### config.mk
export PLATFORM = sky130hd
export DESIGN_NAME = rtcp_receiver_report_stats
export DESIGN_NICKNAME = d
export VERILOG_FILES = /design/src/hdl/rtcp_rr_pkg.sv /design/src/hdl/rtcp_rr_ctrl.sv /design/src/hdl/rtcp_rr_dp.sv /design/src/hdl/rtcp_receiver_report_stats.sv
export SDC_FILE = /design/constraint.sdc
export NUM_CORES = 2
export LEC_CHECK = 0
export ABC_AREA = 1
export CORE_ASPECT_RATIO = 1.1
export CORE_UTILIZATION = 50
export DETAILED_ROUTE_END_ITERATION = 10
export DONT_BUFFER_PORTS = 1
export GPL_ROUTABILITY_DRIVEN = 0
export REMOVE_ABC_BUFFERS = 1
export SYNTH_ARGS = -nofsm -noshare
export SYNTH_HDL_FRONTEND = slang
export SYNTH_HIERARCHICAL = 1
export SYNTH_SLANG_ARGS = --single-unit
### constraint.sdc
create_clock -name clock -period 49.9 [get_ports clock]
set_input_delay 7.485 -clock clock [delete_from_list [all_inputs] [get_ports clock]]
set_output_delay 7.485 -clock clock [all_outputs]
set_load 0.02 [all_outputs]
### src/hdl/rtcp_rr_pkg.sv
`timescale 1ns / 1ps
// Shared types and constants for the RTCP receiver report statistics block.
package rtcp_rr_pkg;

   localparam int SOURCES_DEF = 32;
   localparam int SLOT_W      = 5;

   // Restoring divider: one quotient bit per step over a 32-bit dividend.
   localparam int DIV_STEPS = 32;
   localparam int CNT_W     = $clog2(DIV_STEPS);

   localparam logic [23:0] CUM_MAX  = 24'h7fffff;
   localparam logic [23:0] CUM_MIN  = 24'h800000;
   localparam logic [28:0] LSUM_MAX = {1'b0, {28{1'b1}}};
   localparam logic [28:0] LSUM_MIN = {1'b1, {28{1'b0}}};
   localparam logic [36:0] RSUM_MAX = {37{1'b1}};

   typedef struct packed {
      logic capture;
      logic read;
      logic calc1;
      logic calc2;
      logic div_step;
      logic finish;
   } cmd_type;

   typedef struct packed {
      logic out_free;
   } status_type;

endpackage

### src/hdl/rtcp_rr_ctrl.sv
`timescale 1ns / 1ps
// Controller state machine sequencing table read, arithmetic, division and result load.
module rtcp_rr_ctrl (
   input  logic                   clock,
   input  logic                   reset,
   input  logic                   req_valid,
   output logic                   req_ready,
   input  rtcp_rr_pkg::status_type status,
   output rtcp_rr_pkg::cmd_type    cmd
);
   import rtcp_rr_pkg::*;

   typedef enum logic [5:0] {
      ST_IDLE  = 6'b000001,
      ST_READ  = 6'b000010,
      ST_CALC1 = 6'b000100,
      ST_CALC2 = 6'b001000,
      ST_DIV   = 6'b010000,
      ST_DONE  = 6'b100000
   } state_type;

   localparam logic [CNT_W-1:0] CNT_LAST = CNT_W'(DIV_STEPS - 1);

   state_type        state_ff, state_in;
   logic [CNT_W-1:0] cnt_ff, cnt_in;

   assign req_ready = (state_ff == ST_IDLE);

   always_comb begin
      state_in = state_ff;
      cnt_in   = cnt_ff;
      cmd      = '0;
      case (state_ff)
         ST_IDLE: begin
            if (req_valid) begin
               cmd.capture = 1'b1;
               state_in    = ST_READ;
            end
         end
         ST_READ: begin
            cmd.read = 1'b1;
            state_in = ST_CALC1;
         end
         ST_CALC1: begin
            cmd.calc1 = 1'b1;
            state_in  = ST_CALC2;
         end
         ST_CALC2: begin
            cmd.calc2 = 1'b1;
            cnt_in    = '0;
            state_in  = ST_DIV;
         end
         ST_DIV: begin
            cmd.div_step = 1'b1;
            cnt_in       = cnt_ff + 1'b1;
            if (cnt_ff == CNT_LAST) begin
               state_in = ST_DONE;
            end
         end
         ST_DONE: begin
            if (status.out_free) begin
               cmd.finish = 1'b1;
               state_in   = ST_IDLE;
            end
         end
         default: begin
            state_in = ST_IDLE;
         end
      endcase
   end

   always_ff @(posedge clock) begin
      if (reset) begin
         state_ff <= ST_IDLE;
         cnt_ff   <= '0;
      end else begin
         state_ff <= state_in;
         cnt_ff   <= cnt_in;
      end
   end

   a_finish_free: assert property (@(posedge clock) disable iff (reset)
      cmd.finish |-> status.out_free)
      else $error("result load while output register is occupied");

   a_one_item: assert property (@(posedge clock) disable iff (reset)
      (req_valid && req_ready) |=> !req_ready)
      else $error("second transfer accepted while an item is in work");

   a_div_end: assert property (@(posedge clock) disable iff (reset)
      (state_ff == ST_DIV && cnt_ff == CNT_LAST) |=> (state_ff == ST_DONE))
      else $error("divider did not end after its last step");

endmodule

### src/hdl/rtcp_rr_dp.sv
`timescale 1ns / 1ps
// Datapath: prior-count tables, interval arithmetic, loss divider, running totals, result register.
module rtcp_rr_dp #(
   parameter int SOURCES = rtcp_rr_pkg::SOURCES_DEF
) (
   input  logic                            clock,
   input  logic                            reset,
   input  rtcp_rr_pkg::cmd_type            cmd,
   output rtcp_rr_pkg::status_type         status,
   input  logic [rtcp_rr_pkg::SLOT_W-1:0]  req_slot,
   input  logic                            req_start_of_report,
   input  logic [31:0]                     req_source_id,
   input  logic [31:0]                     req_seq_cycles,
   input  logic [15:0]                     req_max_seq,
   input  logic [15:0]                     req_base_seq,
   input  logic [31:0]                     req_received_count,
   input  logic [31:0]                     req_jitter_in,
   input  logic [31:0]                     req_sr_ntp_seconds,
   input  logic [31:0]                     req_sr_ntp_fraction,
   input  logic                            req_sr_seen,
   input  logic [31:0]                     req_delay_since_sr,
   output logic                            rsp_valid,
   input  logic                            rsp_ready,
   output logic                            rsp_included,
   output logic [31:0]                     rsp_ssrc_out,
   output logic [7:0]                      rsp_fraction_lost,
   output logic signed [23:0]              rsp_cumulative_lost,
   output logic [31:0]                     rsp_highest_seq_ext,
   output logic [31:0]                     rsp_jitter_out,
   output logic [31:0]                     rsp_last_sr,
   output logic [31:0]                     rsp_delay_last_sr,
   output logic signed [28:0]              rsp_total_lost,
   output logic [36:0]                     rsp_total_received
);
   import rtcp_rr_pkg::*;

   localparam int IDX_W = (SOURCES > 1) ? $clog2(SOURCES) : 1;
   localparam int SLOTS = 2 ** SLOT_W;

   // Fold every possible slot number onto the table once, at elaboration.
   function automatic logic [SLOTS*IDX_W-1:0] fold_slots();
      logic [SLOTS*IDX_W-1:0] fold;
      fold = '0;
      for (int i = 0; i < SLOTS; i++) begin
         fold[i*IDX_W +: IDX_W] = IDX_W'(i % SOURCES);
      end
      return fold;
   endfunction

   localparam logic [SLOTS*IDX_W-1:0] SLOT_FOLD = fold_slots();

   // captured item
   logic [IDX_W-1:0] idx_ff;
   logic             sor_ff;
   logic [31:0]      ssrc_ff, cycles_ff, recv_ff, jit_ff, dly_ff;
   logic [15:0]      maxs_ff, bases_ff;
   logic [31:0]      last_sr_ff;
   logic             seen_ff;

   // prior-count tables with per-entry valid bits (empty entry reads as zero)
   logic [31:0]        mem_exp [SOURCES];
   logic [31:0]        mem_rcv [SOURCES];
   logic [SOURCES-1:0] vld_ff;
   logic [31:0]        rd_exp_ff, rd_rcv_ff;
   logic               rd_vld_ff;
   logic [31:0]        prior_exp, prior_rcv;

   // arithmetic stages
   logic [31:0] expected_ff, rcv_int_ff, exp_int, lost_int, cum_diff;
   logic        include_ff, frac_ok_ff;
   logic [23:0] cum_ff, cum_in;

   // divider
   logic [31:0] divisor_ff, rem_ff, quo_ff;
   logic [32:0] trial;

   // running totals
   logic signed [28:0] lost_sum_ff, lost_base, lost_sat;
   logic [36:0]        rcv_sum_ff, rcv_base, rcv_sat;
   logic [29:0]        lost_wide;
   logic [37:0]        rcv_wide;

   logic rsp_valid_ff;

   assign status.out_free = !rsp_valid_ff || rsp_ready;
   assign rsp_valid       = rsp_valid_ff;

   assign prior_exp = rd_vld_ff ? rd_exp_ff : '0;
   assign prior_rcv = rd_vld_ff ? rd_rcv_ff : '0;

   assign exp_int  = expected_ff - prior_exp;
   assign lost_int = exp_int - rcv_int_ff;
   assign cum_diff = expected_ff - recv_ff;

   always_comb begin
      if (!cum_diff[31] && (cum_diff[30:23] != 8'h00)) begin
         cum_in = CUM_MAX;
      end else if (cum_diff[31] && (cum_diff[30:23] != 8'hff)) begin
         cum_in = CUM_MIN;
      end else begin
         cum_in = cum_diff[23:0];
      end
   end

   assign trial = {rem_ff, quo_ff[31]} - {1'b0, divisor_ff};

   assign lost_base = sor_ff ? '0 : lost_sum_ff;
   assign rcv_base  = sor_ff ? '0 : rcv_sum_ff;
   assign lost_wide = {lost_base[28], lost_base} + {{6{cum_ff[23]}}, cum_ff};
   assign rcv_wide  = {1'b0, rcv_base} + {6'b0, recv_ff};

   always_comb begin
      if (lost_wide[29] != lost_wide[28]) begin
         lost_sat = lost_wide[29] ? LSUM_MIN : LSUM_MAX;
      end else begin
         lost_sat = lost_wide[28:0];
      end
      rcv_sat = rcv_wide[37] ? RSUM_MAX : rcv_wide[36:0];
   end

   // payload registers
   always_ff @(posedge clock) begin
      if (cmd.capture) begin
         idx_ff     <= SLOT_FOLD[req_slot * IDX_W +: IDX_W];
         sor_ff     <= req_start_of_report;
         ssrc_ff    <= req_source_id;
         cycles_ff  <= req_seq_cycles;
         maxs_ff    <= req_max_seq;
         bases_ff   <= req_base_seq;
         recv_ff    <= req_received_count;
         jit_ff     <= req_jitter_in;
         last_sr_ff <= {req_sr_ntp_seconds[15:0], req_sr_ntp_fraction[31:16]};
         seen_ff    <= req_sr_seen;
         dly_ff     <= req_delay_since_sr;
      end
      if (cmd.read) begin
         rd_exp_ff <= mem_exp[idx_ff];
         rd_rcv_ff <= mem_rcv[idx_ff];
         rd_vld_ff <= vld_ff[idx_ff];
      end
      if (cmd.calc1) begin
         expected_ff <= cycles_ff + {16'b0, maxs_ff} - {16'b0, bases_ff} + 32'd1;
         rcv_int_ff  <= recv_ff - prior_rcv;
         include_ff  <= (prior_rcv != recv_ff);
      end
      if (cmd.calc2) begin
         cum_ff     <= cum_in;
         frac_ok_ff <= (exp_int != '0) && !lost_int[31] && (lost_int != '0);
         divisor_ff <= exp_int;
         rem_ff     <= '0;
         quo_ff     <= {lost_int[23:0], 8'b0};
      end
      if (cmd.div_step) begin
         if (!trial[32]) begin
            rem_ff <= trial[31:0];
            quo_ff <= {quo_ff[30:0], 1'b1};
         end else begin
            rem_ff <= {rem_ff[30:0], quo_ff[31]};
            quo_ff <= {quo_ff[30:0], 1'b0};
         end
      end
      if (cmd.finish && include_ff) begin
         mem_exp[idx_ff] <= expected_ff;
         mem_rcv[idx_ff] <= recv_ff;
      end
      if (cmd.finish) begin
         rsp_included        <= include_ff;
         rsp_ssrc_out        <= include_ff ? ssrc_ff : '0;
         rsp_fraction_lost   <= (include_ff && frac_ok_ff) ? quo_ff[7:0] : '0;
         rsp_cumulative_lost <= include_ff ? cum_ff : '0;
         rsp_highest_seq_ext <= include_ff ? (cycles_ff + {16'b0, maxs_ff}) : '0;
         rsp_jitter_out      <= include_ff ? jit_ff : '0;
         rsp_last_sr         <= include_ff ? last_sr_ff : '0;
         rsp_delay_last_sr   <= (include_ff && seen_ff) ? dly_ff : '0;
         rsp_total_lost      <= include_ff ? lost_sat : lost_base;
         rsp_total_received  <= include_ff ? rcv_sat : rcv_base;
      end
   end

   // control registers
   always_ff @(posedge clock) begin
      if (reset) begin
         vld_ff       <= '0;
         lost_sum_ff  <= '0;
         rcv_sum_ff   <= '0;
         rsp_valid_ff <= 1'b0;
      end else begin
         if (cmd.finish) begin
            rsp_valid_ff <= 1'b1;
            lost_sum_ff  <= include_ff ? lost_sat : lost_base;
            rcv_sum_ff   <= include_ff ? rcv_sat : rcv_base;
            if (include_ff) begin
               vld_ff[idx_ff] <= 1'b1;
            end
         end else if (rsp_ready) begin
            rsp_valid_ff <= 1'b0;
         end
      end
   end

   a_load_shows: assert property (@(posedge clock) disable iff (reset)
      cmd.finish |=> rsp_valid)
      else $error("result load did not raise valid");

   a_drop_on_take: assert property (@(posedge clock) disable iff (reset)
      (rsp_valid && rsp_ready && !cmd.finish) |=> !rsp_valid)
      else $error("result repeated after transfer");

   a_excluded_zero: assert property (@(posedge clock) disable iff (reset)
      (cmd.finish && !include_ff) |=>
         (rsp_fraction_lost == '0 && rsp_ssrc_out == '0 && rsp_cumulative_lost == '0))
      else $error("excluded source produced report fields");

endmodule

### src/hdl/rtcp_receiver_report_stats.sv
`timescale 1ns / 1ps
// From input transfer to result valid an item passes the table read, two arithmetic
// steps, 32 divider steps and the result load, which waits while the result register is full.
// Only one item is in work at a time, through the bit-serial 32-step loss-fraction divider.
// The next item is accepted while a finished result still waits in the output register.
// Reset (synchronous, active high) clears all prior-count table entries through their
// valid bits, zeroes the running totals and empties the output register at once.
// Top level of the RTCP receiver report statistics block.
module rtcp_receiver_report_stats #(
   parameter int SOURCES = rtcp_rr_pkg::SOURCES_DEF
) (
   input  logic                            clock,
   input  logic                            reset,
   input  logic                            req_valid,
   output logic                            req_ready,
   input  logic [rtcp_rr_pkg::SLOT_W-1:0]  req_slot,
   input  logic                            req_start_of_report,
   input  logic [31:0]                     req_source_id,
   input  logic [31:0]                     req_seq_cycles,
   input  logic [15:0]                     req_max_seq,
   input  logic [15:0]                     req_base_seq,
   input  logic [31:0]                     req_received_count,
   input  logic [31:0]                     req_jitter_in,
   input  logic [31:0]                     req_sr_ntp_seconds,
   input  logic [31:0]                     req_sr_ntp_fraction,
   input  logic                            req_sr_seen,
   input  logic [31:0]                     req_delay_since_sr,
   output logic                            rsp_valid,
   input  logic                            rsp_ready,
   output logic                            rsp_included,
   output logic [31:0]                     rsp_ssrc_out,
   output logic [7:0]                      rsp_fraction_lost,
   output logic signed [23:0]              rsp_cumulative_lost,
   output logic [31:0]                     rsp_highest_seq_ext,
   output logic [31:0]                     rsp_jitter_out,
   output logic [31:0]                     rsp_last_sr,
   output logic [31:0]                     rsp_delay_last_sr,
   output logic signed [28:0]              rsp_total_lost,
   output logic [36:0]                     rsp_total_received
);
   import rtcp_rr_pkg::*;

   // Command and status between the sequencer and the datapath.
   cmd_type    cmd;
   status_type status;

   // Sequencer: take one transfer, step read / compute / divide, then hold
   // until the output register frees up and load the result.
   rtcp_rr_ctrl u_ctrl (
      .clock     (clock),
      .reset     (reset),
      .req_valid (req_valid),
      .req_ready (req_ready),
      .status    (status),
      .cmd       (cmd)
   );

   // Datapath: prior counts per slot, interval math, divider, running
   // totals and the result register that drives the rsp_ channel.
   rtcp_rr_dp #(
      .SOURCES (SOURCES)
   ) u_dp (
      .clock               (clock),
      .reset               (reset),
      .cmd                 (cmd),
      .status              (status),
      .req_slot            (req_slot),
      .req_start_of_report (req_start_of_report),
      .req_source_id       (req_source_id),
      .req_seq_cycles      (req_seq_cycles),
      .req_max_seq         (req_max_seq),
      .req_base_seq        (req_base_seq),
      .req_received_count  (req_received_count),
      .req_jitter_in       (req_jitter_in),
      .req_sr_ntp_seconds  (req_sr_ntp_seconds),
      .req_sr_ntp_fraction (req_sr_ntp_fraction),
      .req_sr_seen         (req_sr_seen),
      .req_delay_since_sr  (req_delay_since_sr),
      .rsp_valid           (rsp_valid),
      .rsp_ready           (rsp_ready),
      .rsp_included        (rsp_included),
      .rsp_ssrc_out        (rsp_ssrc_out),
      .rsp_fraction_lost   (rsp_fraction_lost),
      .rsp_cumulative_lost (rsp_cumulative_lost),
      .rsp_highest_seq_ext (rsp_highest_seq_ext),
      .rsp_jitter_out      (rsp_jitter_out),
      .rsp_last_sr         (rsp_last_sr),
      .rsp_delay_last_sr   (rsp_delay_last_sr),
      .rsp_total_lost      (rsp_total_lost),
      .rsp_total_received  (rsp_total_received)
   );

endmodule
### Word level (Yosys, flattened, before mapping)

Memories as Yosys holds them, arrays and structs flattened. A register that Yosys moved wholly into a read port is not among the register bits.
Index checks and enable logic that the tools add are counted.

* $add $sub $neg: 11
* $mul: 1
* divide/modulo/power cells: 0
* $lt $le $gt $ge: 2
* eq/ne operators: 13
* shifts and indexed selects: 1
* muxes and demuxes: 37
* bitwise gates (word level): 1
* reductions and logical operators: 20

Operator list (count)
* two-way mux 32 bit: 7
* indexed part select 160 x 9 -> 5 bit (first input constant): 1
* subtractor 32 bit: 4
* two-way mux 29 bit: 4
* two-way mux 37 bit: 3
* nonzero test 32 bit: 2
* adder 37 x 32 -> 38 bit: 1
* case mux 6 bit (6 select lines): 1
* subtractor 33 x 32 -> 33 bit: 1
* adder 32 x 1 -> 32 bit (second input constant): 1
* adder 32 x 16 -> 32 bit: 1
* != test 32 bit: 1
* bitwise OR 32 bit: 1
* subtractor 32 x 16 -> 32 bit: 1
* adder 29 x 24 -> 30 bit: 1
* two-way mux 24 bit: 1
* two-way mux 6 bit: 3
* two-way mux 1 bit: 15
* case mux 5 bit (2 select lines): 1
* logical AND 1 bit: 8
* multiplier 5 x 3 -> 8 bit (second input constant): 1
* != test 8 bit (second input constant): 1
* nonzero test 8 bit: 1
* == test 6 x 1 -> 1 bit (second input constant): 1
* other kinds (19): 24

* bits in registers: 787
* latch bits: 0
* memory bits (writable): 2048
* ROM bits: 0
* input port bits: 267
* output and inout port bits: 261
* word-level logic and storage cells: 124
* memories kept: 2

Memory list
* u_dp.mem_exp: depth 32, width 32, read ports 1, clocked after memory_dff 1, write ports 1, line rtcp_rr_dp.sv:61 `logic [31:0] mem_exp [SOURCES];`
* u_dp.mem_rcv: depth 32, width 32, read ports 1, clocked after memory_dff 1, write ports 1, line rtcp_rr_dp.sv:62 `logic [31:0] mem_rcv [SOURCES];`

### Depth between registers and ports, before layout

* word-level depth: 7
* mapped depth: 32
* gate-level depth less buffers: 30

### By module

Netlist, hierarchy kept.

Modules (own cells, without submodules)
* rtcp_rr_dp: times used 1, cells each 9773, area an instance 122421.2 µm², sequential area each 85732.2 µm²
* rtcp_rr_ctrl: times used 1, cells each 84, area an instance 623.1 µm², sequential area each 220.2 µm²

### Worst setup path before layout

Ideal clock, no wire load.

* path kind: input-to-reg
* from: in rsp_ready
* to: mem u_dp.mem_exp[11][0], enable pin
* setup time: 0.488 ns
* arrival: 22.496 ns
* data required time: 49.412 ns
* slack: 26.916 ns
* stages: 8
* buffers on the path: 0
* path through: inv_1 > nand2_1 > inv_1 > nor2_1 > nand2_1 > nor2_1 > inv_1 > nor2_1

RTL lines
* start, declared: line rtcp_receiver_report_stats.sv:29 `input logic rsp_ready,`
* end, declared: line rtcp_rr_dp.sv:61

==> impl_metrics.ini <==
[status]
status = completed

[clock_tree]
insertion_delay_ns = 0.88
cts_resized = 0
cts_setup_buffers = 0
cts_buffers = 299
ctsHtreeMaxLevel = 5
cts.sinks = 2899
hold_buffers = 0
clkSlewWorstSetupHoldPaths_ns = 0.06
cts_tree = built
clk_path_buf_depth = 4
cts_root_buf = clkbuf_16

[sta]
tightest_slew_ns = 1.24
tns_ns = 0
fin_crit_ns = 10.67
holdWs_ns = 0.462
setup_violations = 0
max_freq_mhz = 93.7
rsz0062_at_grt = no
hold_viol = 0
fin_skew_ns = 0.0415
slew_violations = 0
fin_crit_sh_pct = 21.4
slew_headroom_pct = 17.4

[worst_setup_path]
critPathCaptureType = flop
cp.required_ns = 50.38
cp_data_arrival_time_ns = 11.15
reg2reg_depth = 26
start_kind = input pin
cp_cell_sequence = inv_1 > nand2_1 > inv_1 > nor2_4 > nand2_1 > inv_1 > nand2_1 > nor2_4 > buf_4 > buf_4
rrSetupSlack_ns = 43.55
rr_endpoint = u_dp/frac_ok_ff
crit_type = input pin to flop
path_max_fanout = 28
r2r_start = u_dp/expected_ff[0]
cp_slowest_stage_delay_ns = 0.83
timing.critical_path.buf_inv = 5
cp_slowest_cell = nor2_4
path_delay_family = simple AND/OR/NAND/NOR gates

[drt]
wl_um = 367000
route.detailed.drc = 0
num_vias = 80800
antenna_left = 0
first_pass_iters = 8
wire_per_inst_um = 27.2
drt_iter0_markers = 9908
via_per_inst = 5.99

[die]
rows = 190
dieArea_um2 = 248000
core-area_um2 = 244000
start_util_pct = 50.4
chipWidth_um = 475
io_pins = 528
die_y_um = 522

[power_and_ir_drop]
finalPower_mw = 5.31
vdd_ir_drop_max_uv = 33.0
p_per_area_nw_per_um2 = 38.8
power_leakage_nw = 49.9

[logic_synthesis]
netlist_area_um2 = 123000
yosys_warnings = 6
async_flop_share_pct = 0
synth-seq-cells = 2899
synth_top_area_share_pct = 68.1
yosysSeqAreaShare_pct = 69.9
syn-instance-count = 9857
dominantRegCellSynth = edfxtp_1
synth_edf_count = 2789
syn-mean-instance-area_um2 = 12.5
synth_cell_types = 67
yosys-top-cells-area = edfxtp_1, a22oi_1, nand2_1
yosysTopAreaCell = edfxtp_1

[cells_and_area]
areaGrowthSynthToFinish_pct = 11.2
nNetsFinal = 10500
final_common_cell = edfxtp_1
layout_common_cells = edfxtp_1, nand2_1, a22oi_1, inv_1, a21oi_1
finalNonFillerCells = 13500
drive_gt1_share_pct = 7.94
final_util_pct = 56.1

[worst_hold_path]
hp-start = u_ctrl/cnt_ff[4]
hold_depth = 2
hold_end = u_ctrl/cnt_ff[4]
hold_path.class = flop to flop

[place]
place_hpwl_um = 219000
io_buffers = 0
placed_cells = 12900

[global_routing]
grt_pass1_wl_um = 523000
grt_usage_pct = 28.9
grt_start_max_net_pins = 139
overflow = 0
grt_pass1_vias = 77700
antenna_found_initial = 26

[job]
drv_cap = 0
[cell type report]
class                   count  area, um2
diodes                     15       37.5
clock buffers             365       7880
clock inverters           166       1540
fillers                 19900     107000
inverters                1009       3830
multi-input cells        5575      32000
flip-flops and latches   2899      86000
well taps                3264       4080
repair buffers            194       1520
[worst reg2reg max path: cells and delay by family (launching register included)]
| kind | cells | cell delay (ns) |
|---|---|---|
| XOR/XNOR | 1 | 0.64 |
| AND/OR/NAND/NOR | 17 | 2.11 |
| buffers and inverters | 5 | 0.96 |
| adder cells (fa/ha/maj) | 3 | 1.28 |
| flip-flops | 1 | 1.09 |
[power breakdown]
| part | total (mW) | switching (mW) | leakage (nW) | internal [mW] |
|---|---|---|---|---|
| Sequential | 2.70 | 0.00790 | 26.0 | 2.69 |
| Clock | 2.18 | 0.934 | 4.61 | 1.24 |
| Combinational | 0.433 | 0.313 | 19.3 | 0.119 |
[metal layers]
| metal | part of all wire [%] | up-vias | global-route usage, % |
|---|---|---|---|
| li1 | - | 36100 | - |
| met1 | 40 | 40100 | 39.2 |
| met2 | 47 | 3938 | 46.3 |
| met3 | 9.6 | 637 | 5.66 |
| met4 | 3.9 | 8 | 10.8 |
| met5 | 0.015 | - | 0 |
[sequential cells by signal, summed over array words and instances, names as in the netlist, 37 cells and up]
register	cells
u_dp/rsp_total_received	37
u_dp/mem_rcv	1024
u_dp/mem_exp	1024
u_dp/rcv_sum_ff	37
[Yosys cell counts, drive strengths merged, types with 110 or more instances]
| cell | count |
|---|---|
| a21oi | 774 |
| a22oi | 1041 |
| clkbuf | 270 |
| dfxtp | 110 |
| edfxtp | 2789 |
| ha | 281 |
| inv | 1007 |
| nand2 | 1616 |
| nand3 | 243 |
| nor2 | 649 |
| o21ai | 255 |
| xor2 | 145 |
[cell families (layout without fill, tap and decap cells)]
family | Yosys count | in the layout | synth area share (%)
xor gates and xnor gates | 199 | 199 | 1.42
AOI/OAI and AO/OA | 2235 | 2235 | 11.5
muxes | 1 | 1 | 0.00814
adders and majority gates | 290 | 290 | 3.00
DFF | 2899 | 2899 | 69.9
and+or+nand+nor | 2850 | 2850 | 9.80
other | 0 | 15 | 0
buffers and inverters | 1383 | 1734 | 4.37
[how the worst max path moves through the flow]
stage          slack (ns)                   end  cells past startpoint  startpoint
2_1_floorplan       22.15  u_dp/lost_sum_ff[28]                      7   rsp_ready
3_3_place_gp        38.47  u_dp/mem_exp[13][23]                     10   rsp_ready
3_5_place_dp        38.42  u_dp/mem_exp[13][23]                     10   rsp_ready
4_1_cts             39.33  u_dp/mem_exp[13][16]                     10   rsp_ready
5_1_grt             39.25   u_dp/mem_exp[13][1]                     10   rsp_ready
6_report            39.23   u_dp/mem_exp[13][1]                     10   rsp_ready
[through the flow]
| stage | setup WS (ns) | area [um2] |
|---|---|---|
| finish | 39.23 | 137000 |
| global route | 39.25 | 137000 |
| CTS | 39.33 | 137000 |
| detailed placement | 38.42 | 127000 |
| global placement | 38.47 | 127000 |
| floorplan | 22.15 | 121000 |
Power figures use the tool's default switching activity.
